### config.mk
export PLATFORM = sky130hd
export DESIGN_NAME = address_id_table_top_flat
export DESIGN_NICKNAME = d
export VERILOG_FILES = /design/src/rtl/core/adt_pkg.sv /design/src/rtl/core/adt_if.sv /design/src/rtl/core/address_id_table_top.sv /design/src/rtl/core/adt_entry_mem.sv /design/src/rtl/core/adt_scan_unit.sv /design/src/flat_wrapper.sv
export SDC_FILE = /design/constraint.sdc
export NUM_CORES = 1
export LEC_CHECK = 0
export ABC_AREA = 0
export ABC_CLOCK_PERIOD_IN_PS = 11600
export BUFFER_PORTS_ARGS = -buffer_cell sky130_fd_sc_hd__buf_2
export CAP_MARGIN = 30
export CORE_ASPECT_RATIO = 0.5
export CORE_MARGIN = 2
export CORE_UTILIZATION = 45
export DETAILED_ROUTE_END_ITERATION = 8
export GPL_ROUTABILITY_DRIVEN = 0
export PLACE_DENSITY = 0.65
export SETUP_SLACK_MARGIN = 0.4
export SLEW_MARGIN = 20
export SYNTH_ARGS = -nofsm -noshare
export SYNTH_HDL_FRONTEND = slang
export SYNTH_HIERARCHICAL = 1
export SYNTH_SLANG_ARGS = --single-unit
### constraint.sdc
create_clock -name clock -period 11.6 [get_ports clock]
set_input_delay 2.32 -clock clock [delete_from_list [all_inputs] [get_ports clock]]
set_output_delay 2.32 -clock clock [all_outputs]
set_load 0.05 [all_outputs]
### src/rtl/core/adt_pkg.sv
`default_nettype none

package adt_pkg;

   // Default table depth
   localparam int TABLE_SIZE_DEFAULT = 16;

   // Field widths
   localparam int REQ_TYPE_W = 2;
   localparam int ID_W       = 8;
   localparam int ADDR_W     = 48;
   localparam int STATUS_W   = 3;
   // Slot numbers travel at the width of the largest table (256 entries)
   localparam int SLOT_W     = 8;

   // Request codes
   localparam logic [REQ_TYPE_W-1:0] REQ_ADD_LOCAL = 2'd0;
   localparam logic [REQ_TYPE_W-1:0] REQ_ADD_ID    = 2'd1;
   localparam logic [REQ_TYPE_W-1:0] REQ_REMOVE    = 2'd2;
   localparam logic [REQ_TYPE_W-1:0] REQ_LOOKUP    = 2'd3;

   // Status codes
   localparam logic [STATUS_W-1:0] ST_OK           = 3'd0;
   localparam logic [STATUS_W-1:0] ST_ADDR_PRESENT = 3'd1;
   localparam logic [STATUS_W-1:0] ST_ID_PRESENT   = 3'd2;
   localparam logic [STATUS_W-1:0] ST_FULL         = 3'd3;
   localparam logic [STATUS_W-1:0] ST_NOT_FOUND    = 3'd4;

   // What one pass over the table found
   typedef struct packed {
      logic              addr_hit;
      logic              id_hit;
      logic              free_hit;
      logic [SLOT_W-1:0] id_slot;
      logic [SLOT_W-1:0] free_slot;
      logic [ID_W-1:0]   hit_ident;
   } scan_result_type;

endpackage

`default_nettype wire

### src/rtl/core/adt_if.sv
`default_nettype none

// Request channel
interface adt_req_if import adt_pkg::*; ();
   logic                  valid;
   logic                  ready;
   logic [REQ_TYPE_W-1:0] req_type;
   logic [ID_W-1:0]       path_id;
   logic [ADDR_W-1:0]     endpoint_address;

   modport source (output valid, req_type, path_id, endpoint_address, input ready);
   modport sink   (input valid, req_type, path_id, endpoint_address, output ready);
endinterface

// Response channel
interface adt_rsp_if import adt_pkg::*; ();
   logic                valid;
   logic                ready;
   logic [STATUS_W-1:0] status;
   logic [ID_W-1:0]     result_id;

   modport source (output valid, status, result_id, input ready);
   modport sink   (input valid, status, result_id, output ready);
endinterface

`default_nettype wire

### src/rtl/core/address_id_table_top.sv
// Flow: a request beat starts a scan over every table entry, reading one entry
// per cycle through the single read port of the entry memory; the response
// register loads once the scan is complete and the register is free. A new
// request is taken only after that, never while a scan is in progress.
// Reset: synchronous, active high; clears all valid bits, the local id counter
// and the response valid flag. Table contents are not cleared.
`default_nettype none

module address_id_table_top import adt_pkg::*; #(
   parameter int TABLE_SIZE = TABLE_SIZE_DEFAULT
) (
   input wire logic clock,
   input wire logic reset,
   adt_req_if.sink   req_if,
   adt_rsp_if.source rsp_if
);

   localparam int IDX_W = (TABLE_SIZE > 1) ? $clog2(TABLE_SIZE) : 1;
   localparam logic [IDX_W-1:0] LAST_IDX = IDX_W'(TABLE_SIZE - 1);

   // Sequencer states
   localparam logic [1:0] S_IDLE  = 2'd0;
   localparam logic [1:0] S_SCAN  = 2'd1;
   localparam logic [1:0] S_DRAIN = 2'd2;
   localparam logic [1:0] S_DONE  = 2'd3;

   logic [1:0]            state_ff, state_in;
   logic [IDX_W-1:0]      cnt_ff, cnt_in;
   logic                  cmp_pend_ff;
   logic [IDX_W-1:0]      cmp_idx_ff;
   logic [TABLE_SIZE-1:0] valid_ff, valid_in;
   logic [ID_W-1:0]       next_id_ff, next_id_in;

   logic [REQ_TYPE_W-1:0] op_ff;
   logic [ID_W-1:0]       key_id_ff;
   logic [ADDR_W-1:0]     key_addr_ff;

   logic                  rsp_valid_ff, rsp_valid_in;
   logic [STATUS_W-1:0]   status_ff, status_in;
   logic [ID_W-1:0]       result_id_ff, result_id_in;

   logic                  req_fire, commit;
   logic                  mem_wr;
   logic [ID_W-1:0]       rd_ident;
   logic [ADDR_W-1:0]     rd_endpoint;
   scan_result_type       scan;

   assign req_if.ready = (state_ff == S_IDLE);
   assign req_fire     = req_if.valid && req_if.ready;
   assign commit       = (state_ff == S_DONE) && (!rsp_valid_ff || rsp_if.ready);

   // Latch the request; the key id depends on the request type
   always_ff @(posedge clock) begin
      if (req_fire) begin
         op_ff       <= req_if.req_type;
         key_addr_ff <= req_if.endpoint_address;
         key_id_ff   <= (req_if.req_type == REQ_ADD_LOCAL) ? next_id_ff : req_if.path_id;
      end
   end

   // Sequencer
   always_comb begin
      state_in = state_ff;
      cnt_in   = cnt_ff;
      case (state_ff)
         S_IDLE: begin
            cnt_in = '0;
            if (req_fire) state_in = S_SCAN;
         end
         S_SCAN: begin
            if (cnt_ff == LAST_IDX) begin
               state_in = S_DRAIN;
            end else begin
               cnt_in = cnt_ff + 1'b1;
            end
         end
         S_DRAIN: state_in = S_DONE;
         S_DONE: begin
            if (commit) state_in = S_IDLE;
         end
         default: state_in = S_IDLE;
      endcase
   end

   always_ff @(posedge clock) begin
      if (reset) begin
         state_ff    <= S_IDLE;
         cnt_ff      <= '0;
         cmp_pend_ff <= 1'b0;
      end else begin
         state_ff    <= state_in;
         cnt_ff      <= cnt_in;
         cmp_pend_ff <= (state_ff == S_SCAN);
      end
   end

   always_ff @(posedge clock) begin
      cmp_idx_ff <= cnt_ff;
   end

   // Entry storage
   adt_entry_mem #(
      .DEPTH (TABLE_SIZE),
      .IDX_W (IDX_W)
   ) u_mem (
      .clock       (clock),
      .wr_en       (mem_wr),
      .wr_idx      (scan.free_slot[IDX_W-1:0]),
      .wr_ident    (key_id_ff),
      .wr_endpoint (key_addr_ff),
      .rd_en       (state_ff == S_SCAN),
      .rd_idx      (cnt_ff),
      .rd_ident    (rd_ident),
      .rd_endpoint (rd_endpoint)
   );

   // Compare and accumulate
   adt_scan_unit #(
      .IDX_W (IDX_W)
   ) u_scan (
      .clock         (clock),
      .reset         (reset),
      .start         (req_fire),
      .step          (cmp_pend_ff),
      .slot_idx      (cmp_idx_ff),
      .slot_valid    (valid_ff[cmp_idx_ff]),
      .slot_ident    (rd_ident),
      .slot_endpoint (rd_endpoint),
      .key_id        (key_id_ff),
      .key_addr      (key_addr_ff),
      .result        (scan)
   );

   // Decide the outcome once the scan is complete
   always_comb begin
      valid_in     = valid_ff;
      next_id_in   = next_id_ff;
      mem_wr       = 1'b0;
      rsp_valid_in = rsp_valid_ff && !rsp_if.ready;
      status_in    = status_ff;
      result_id_in = result_id_ff;
      if (commit) begin
         rsp_valid_in = 1'b1;
         status_in    = ST_OK;
         result_id_in = '0;
         case (op_ff)
            REQ_ADD_LOCAL, REQ_ADD_ID: begin
               if (scan.addr_hit) begin
                  status_in = ST_ADDR_PRESENT;
               end else if (scan.id_hit) begin
                  status_in = ST_ID_PRESENT;
               end else if (!scan.free_hit) begin
                  status_in = ST_FULL;
               end else begin
                  mem_wr = 1'b1;
                  valid_in[scan.free_slot[IDX_W-1:0]] = 1'b1;
                  if (op_ff == REQ_ADD_LOCAL) begin
                     result_id_in = key_id_ff;
                     next_id_in   = next_id_ff + 1'b1;
                  end
               end
            end
            REQ_REMOVE: begin
               if (scan.id_hit) begin
                  valid_in[scan.id_slot[IDX_W-1:0]] = 1'b0;
               end else begin
                  status_in = ST_NOT_FOUND;
               end
            end
            REQ_LOOKUP: begin
               if (scan.addr_hit) begin
                  result_id_in = scan.hit_ident;
               end else begin
                  status_in = ST_NOT_FOUND;
               end
            end
            default: status_in = ST_NOT_FOUND;
         endcase
      end
   end

   always_ff @(posedge clock) begin
      if (reset) begin
         valid_ff     <= '0;
         next_id_ff   <= '0;
         rsp_valid_ff <= 1'b0;
      end else begin
         valid_ff     <= valid_in;
         next_id_ff   <= next_id_in;
         rsp_valid_ff <= rsp_valid_in;
      end
   end

   always_ff @(posedge clock) begin
      status_ff    <= status_in;
      result_id_ff <= result_id_in;
   end

   assign rsp_if.valid     = rsp_valid_ff;
   assign rsp_if.status    = status_ff;
   assign rsp_if.result_id = result_id_ff;

endmodule

`default_nettype wire

### src/rtl/core/adt_entry_mem.sv
`default_nettype none

module adt_entry_mem import adt_pkg::*; #(
   parameter int DEPTH = TABLE_SIZE_DEFAULT,
   parameter int IDX_W = 4
) (
   input  wire logic              clock,
   input  wire logic              wr_en,
   input  wire logic [IDX_W-1:0]  wr_idx,
   input  wire logic [ID_W-1:0]   wr_ident,
   input  wire logic [ADDR_W-1:0] wr_endpoint,
   input  wire logic              rd_en,
   input  wire logic [IDX_W-1:0]  rd_idx,
   output logic      [ID_W-1:0]   rd_ident,
   output logic      [ADDR_W-1:0] rd_endpoint
);

   logic [ID_W-1:0]   ident_mem    [DEPTH];
   logic [ADDR_W-1:0] endpoint_mem [DEPTH];

   // Write port
   always_ff @(posedge clock) begin
      if (wr_en) begin
         ident_mem[wr_idx]    <= wr_ident;
         endpoint_mem[wr_idx] <= wr_endpoint;
      end
   end

   // Registered read port
   always_ff @(posedge clock) begin
      if (rd_en) begin
         rd_ident    <= ident_mem[rd_idx];
         rd_endpoint <= endpoint_mem[rd_idx];
      end
   end

endmodule

`default_nettype wire

### src/rtl/core/adt_scan_unit.sv
`default_nettype none

module adt_scan_unit import adt_pkg::*; #(
   parameter int IDX_W = 4
) (
   input  wire logic              clock,
   input  wire logic              reset,
   input  wire logic              start,
   input  wire logic              step,
   input  wire logic [IDX_W-1:0]  slot_idx,
   input  wire logic              slot_valid,
   input  wire logic [ID_W-1:0]   slot_ident,
   input  wire logic [ADDR_W-1:0] slot_endpoint,
   input  wire logic [ID_W-1:0]   key_id,
   input  wire logic [ADDR_W-1:0] key_addr,
   output scan_result_type        result
);

   scan_result_type res_ff, res_in;
   logic            addr_eq, id_eq;

   // Shared comparator: one table entry per beat
   assign addr_eq = slot_valid && (slot_endpoint == key_addr);
   assign id_eq   = slot_valid && (slot_ident == key_id);

   always_comb begin
      res_in = res_ff;
      if (start) begin
         res_in = '0;
      end else if (step) begin
         if (addr_eq) begin
            res_in.addr_hit  = 1'b1;
            res_in.hit_ident = slot_ident;
         end
         if (id_eq) begin
            res_in.id_hit  = 1'b1;
            res_in.id_slot = SLOT_W'(slot_idx);
         end
         // keep the lowest free slot
         if (!slot_valid && !res_ff.free_hit) begin
            res_in.free_hit  = 1'b1;
            res_in.free_slot = SLOT_W'(slot_idx);
         end
      end
   end

   always_ff @(posedge clock) begin
      if (reset) begin
         res_ff <= '0;
      end else begin
         res_ff <= res_in;
      end
   end

   assign result = res_ff;

endmodule

`default_nettype wire

### src/flat_wrapper.sv
// flat-port wrapper written by rule: the top's interface ports become plain ports
module address_id_table_top_flat import adt_pkg::*;
#(
   parameter int TABLE_SIZE = TABLE_SIZE_DEFAULT
)
  (clock, reset, req_if_valid, req_if_req_type, req_if_path_id, req_if_endpoint_address, req_if_ready, rsp_if_valid, rsp_if_status, rsp_if_result_id, rsp_if_ready);
  adt_req_if req_if_i ();
  adt_rsp_if rsp_if_i ();
  input wire logic clock;
  input wire logic reset;
  input wire logic [$bits(req_if_i.valid)-1:0] req_if_valid;
  input wire logic [$bits(req_if_i.req_type)-1:0] req_if_req_type;
  input wire logic [$bits(req_if_i.path_id)-1:0] req_if_path_id;
  input wire logic [$bits(req_if_i.endpoint_address)-1:0] req_if_endpoint_address;
  output wire logic [$bits(req_if_i.ready)-1:0] req_if_ready;
  output wire logic [$bits(rsp_if_i.valid)-1:0] rsp_if_valid;
  output wire logic [$bits(rsp_if_i.status)-1:0] rsp_if_status;
  output wire logic [$bits(rsp_if_i.result_id)-1:0] rsp_if_result_id;
  input wire logic [$bits(rsp_if_i.ready)-1:0] rsp_if_ready;
  assign req_if_i.valid = req_if_valid;
  assign req_if_i.req_type = req_if_req_type;
  assign req_if_i.path_id = req_if_path_id;
  assign req_if_i.endpoint_address = req_if_endpoint_address;
  assign req_if_ready = req_if_i.ready;
  assign rsp_if_valid = rsp_if_i.valid;
  assign rsp_if_status = rsp_if_i.status;
  assign rsp_if_result_id = rsp_if_i.result_id;
  assign rsp_if_i.ready = rsp_if_ready;
  address_id_table_top #(.TABLE_SIZE(TABLE_SIZE)) u_core (.clock(clock), .reset(reset), .req_if(req_if_i), .rsp_if(rsp_if_i));
endmodule
==> results.sh <==
export IMPL_status="finished clean"
export IMPL_via_count=18800
export IMPL_overflow=0
export IMPL_grt_pass1_vias=19200
export IMPL_grt_util_met3_pct=3.54
export IMPL_detailedPlace_worstSlack_ns=6.19
export IMPL_netlist_instances=1879
export IMPL_hold_buffers=0
export IMPL_crit_fanout=32
export IMPL_power_frac_seq_pct=52.8
export IMPL_min_period_over_period_pct=40.6
export IMPL_maxCapViolCount=0
export IMPL_dr_pass1_iters=5
export IMPL_reg2reg_slack_ns=7.88
export IMPL_cts_tree="yes"
export IMPL_pwr_share_clk_pct=34.8
export IMPL_power_switching_mw=2.31
export IMPL_grt_max_degree=142
export IMPL_grt_antenna_before_repair=4
export IMPL_drt_iter0_markers=1791
export IMPL_p_total_mw=9.35
export IMPL_final_nets=2077
export IMPL_dp_cells=3092
export IMPL_cts_root_buf="clkbuf_16"
export IMPL_clock_sinks=1076
export IMPL_rows=77
export IMPL_holdWs_ns=0.493
export IMPL_coreArea_um2=88900
export IMPL_critPathLaunchType="primary input"
export IMPL_min_period_ns=4.71
export IMPL_postRouteWirelength_mm=82.3
export IMPL_required_ns=11.92
export IMPL_min_path_type="reg2reg"
export IMPL_rsz0062_at_grt="no"
export IMPL_hold_start="u_core/u_scan/result[7]"
export IMPL_worstReg2RegEnd="u_core/u_mem/endpoint_mem[13][39]"
export IMPL_grt_pass1_wl_mm=124
export IMPL_die_area_um2=92900
export IMPL_setup_violations=0
export IMPL_dp_hpwl_mm=44.7
export IMPL_netlist_area_um2=40600
export IMPL_drive_above_1_share_pct=25.3
export IMPL_clock_fmax_mhz=213
export IMPL_post_drt_wl_per_cell_um=25.2
export IMPL_startpoint="rsp_if_ready"
export IMPL_tightestPinTransition_ns=1.05
export IMPL_cts_buffers_inserted=94
export IMPL_die_w_um=429
export IMPL_yosysWarnings=6
export IMPL_met2_usage_pct=27.4
export IMPL_mostFrequentLayoutCell="edfxtp_1"
export IMPL_slew_headroom_pct=30.2
export IMPL_peakVddDrop_mv=0.157
export IMPL_vias_per_cell=5.74
export IMPL_die_y_um=216
export IMPL_drc_errors=0
export IMPL_cp_arrival_ns=5.03
export IMPL_initial_core_util_pct=45.7
export IMPL_end_kind="flop"
export IMPL_critPathCapture="u_core/u_mem/endpoint_mem[13][39]"
export IMPL_hold_viol_final=0
export IMPL_htree_levels=3
export IMPL_drv_slew=0
export IMPL_ios=75
export IMPL_p_leak_nw=14.1
export IMPL_cts_setup_buffers=0
export IMPL_post_cts_resized=0
export IMPL_p_comb_share_pct=12.4
export IMPL_final_cell_mix="edfxtp_1, mux4_2, a22oi_1, clkbuf_16, buf_2"
export IMPL_busiest_layer="met2"
export IMPL_nFillCells=6838
export IMPL_clockBufferDepth=3
export IMPL_p_sw_share_pct=24.7
export IMPL_finalNonFillerCells=3272
export IMPL_syn_area_per_cell_um2=21.6
export IMPL_fin_worst_skew_ns=0.0379
export IMPL_rr_startpoint="u_core/op_ff[1]"
export IMPL_grt_use_total_pct=18.0
export IMPL_powerDensity_nw_per_um2=204
export IMPL_fin_ws_ns=6.89
export IMPL_ff2ff_path_depth=5
export IMPL_clock_latency_ns=0.70
export IMPL_met1_usage_pct=27.1
export IMPL_antennaDiodeCount=0
export IMPL_tns_ns=0
export IMPL_area_delta_synth_final_pct=12.8
export IMPL_synthesis_nets=1947
export IMPL_worstSetupPathType="in2reg"
export IMPL_p_int_mw=7.04
export IMPL_ant_nets=0
export IMPL_clk_pin_slew_ns=0.06
export IMPL_place_port_buffers=74
## worst max-delay path, stage by stage
cell and delay [ns]:
buf_2 0.09, nand2b_1 0.25, and3_1 0.47, nand3_1 0.37, nor2_4 0.81, buf_4 0.65
## how the worst min path moves through the flow
stage | endpoint | slack, ns | depth (start not counted)
5_1_grt | u_core/u_scan/result[6] | 0.53 | 2
6_report | u_core/u_scan/result[7] | 0.49 | 2
3_3_place_gp | u_core/u_scan/result[5] | 0.48 | 2
4_1_cts | u_core/u_scan/result[7] | 0.50 | 2
2_1_floorplan | u_core/cmp_idx_ff[1] | 0.38 | 0
3_5_place_dp | u_core/u_scan/result[7] | 0.48 | 2
## flip-flops by register name, summed over array words and instances, names as in the netlist, 3 cells and up
name                       flops
u_core/cnt_ff                  4
u_core/u_mem/ident_mem       128
u_core/u_mem/rd_endpoint      48
u_core/u_mem/endpoint_mem    768
u_core/rsp_if.result_id        8
u_core/key_id_ff               8
u_core/rsp_if.status           3
u_core/key_addr_ff            48
u_core/valid_ff               16
u_core/u_mem/rd_ident          8
u_core/u_scan/result          19
u_core/cmp_idx_ff              4
u_core/next_id_ff              8
## power groups by stage
| stage | registers (mW) | clock network (mW) | logic [mW] |
|---|---|---|---|
| after CTS | 4.95 | 3.32 | 1.18 |
| after floorplan | 4.91 | 0 | 0.920 |
| after global placement | 5.02 | 0 | 1.17 |
| after global routing | 4.98 | 3.48 | 1.26 |
| after detailed placement | 5.03 | 0 | 1.18 |
| final | 4.94 | 3.25 | 1.16 |
## per-stage QoR
step	utilization [%]	cell area, um^2
final	51.6	45800
after global routing	51.6	45800
after CTS	51.4	45700
after detailed placement	47.8	42500
after global placement	47.8	42500
after floorplan	-	40600
## routing by layer
metal / up-vias / part of all wire (%)
met1: 10100 / 47
met5: - / 0.036
li1: 8081 / -
met2: 529 / 46
met4: 4 / 1.6
met3: 105 / 5.9
## final cells by class
class,count,area [um^2],area share [%]
Multi-Input combinational cell,707,8510,18.6
Clock inverter,61,769,1.68
Tap cell,1185,1480,3.23
Clock buffer,113,2440,5.33
Inverter,11,41.3,0.0901
Timing Repair Buffer,119,832,1.81
Sequential cell,1076,31800,69.3
(Power assumes the default switching activity.)
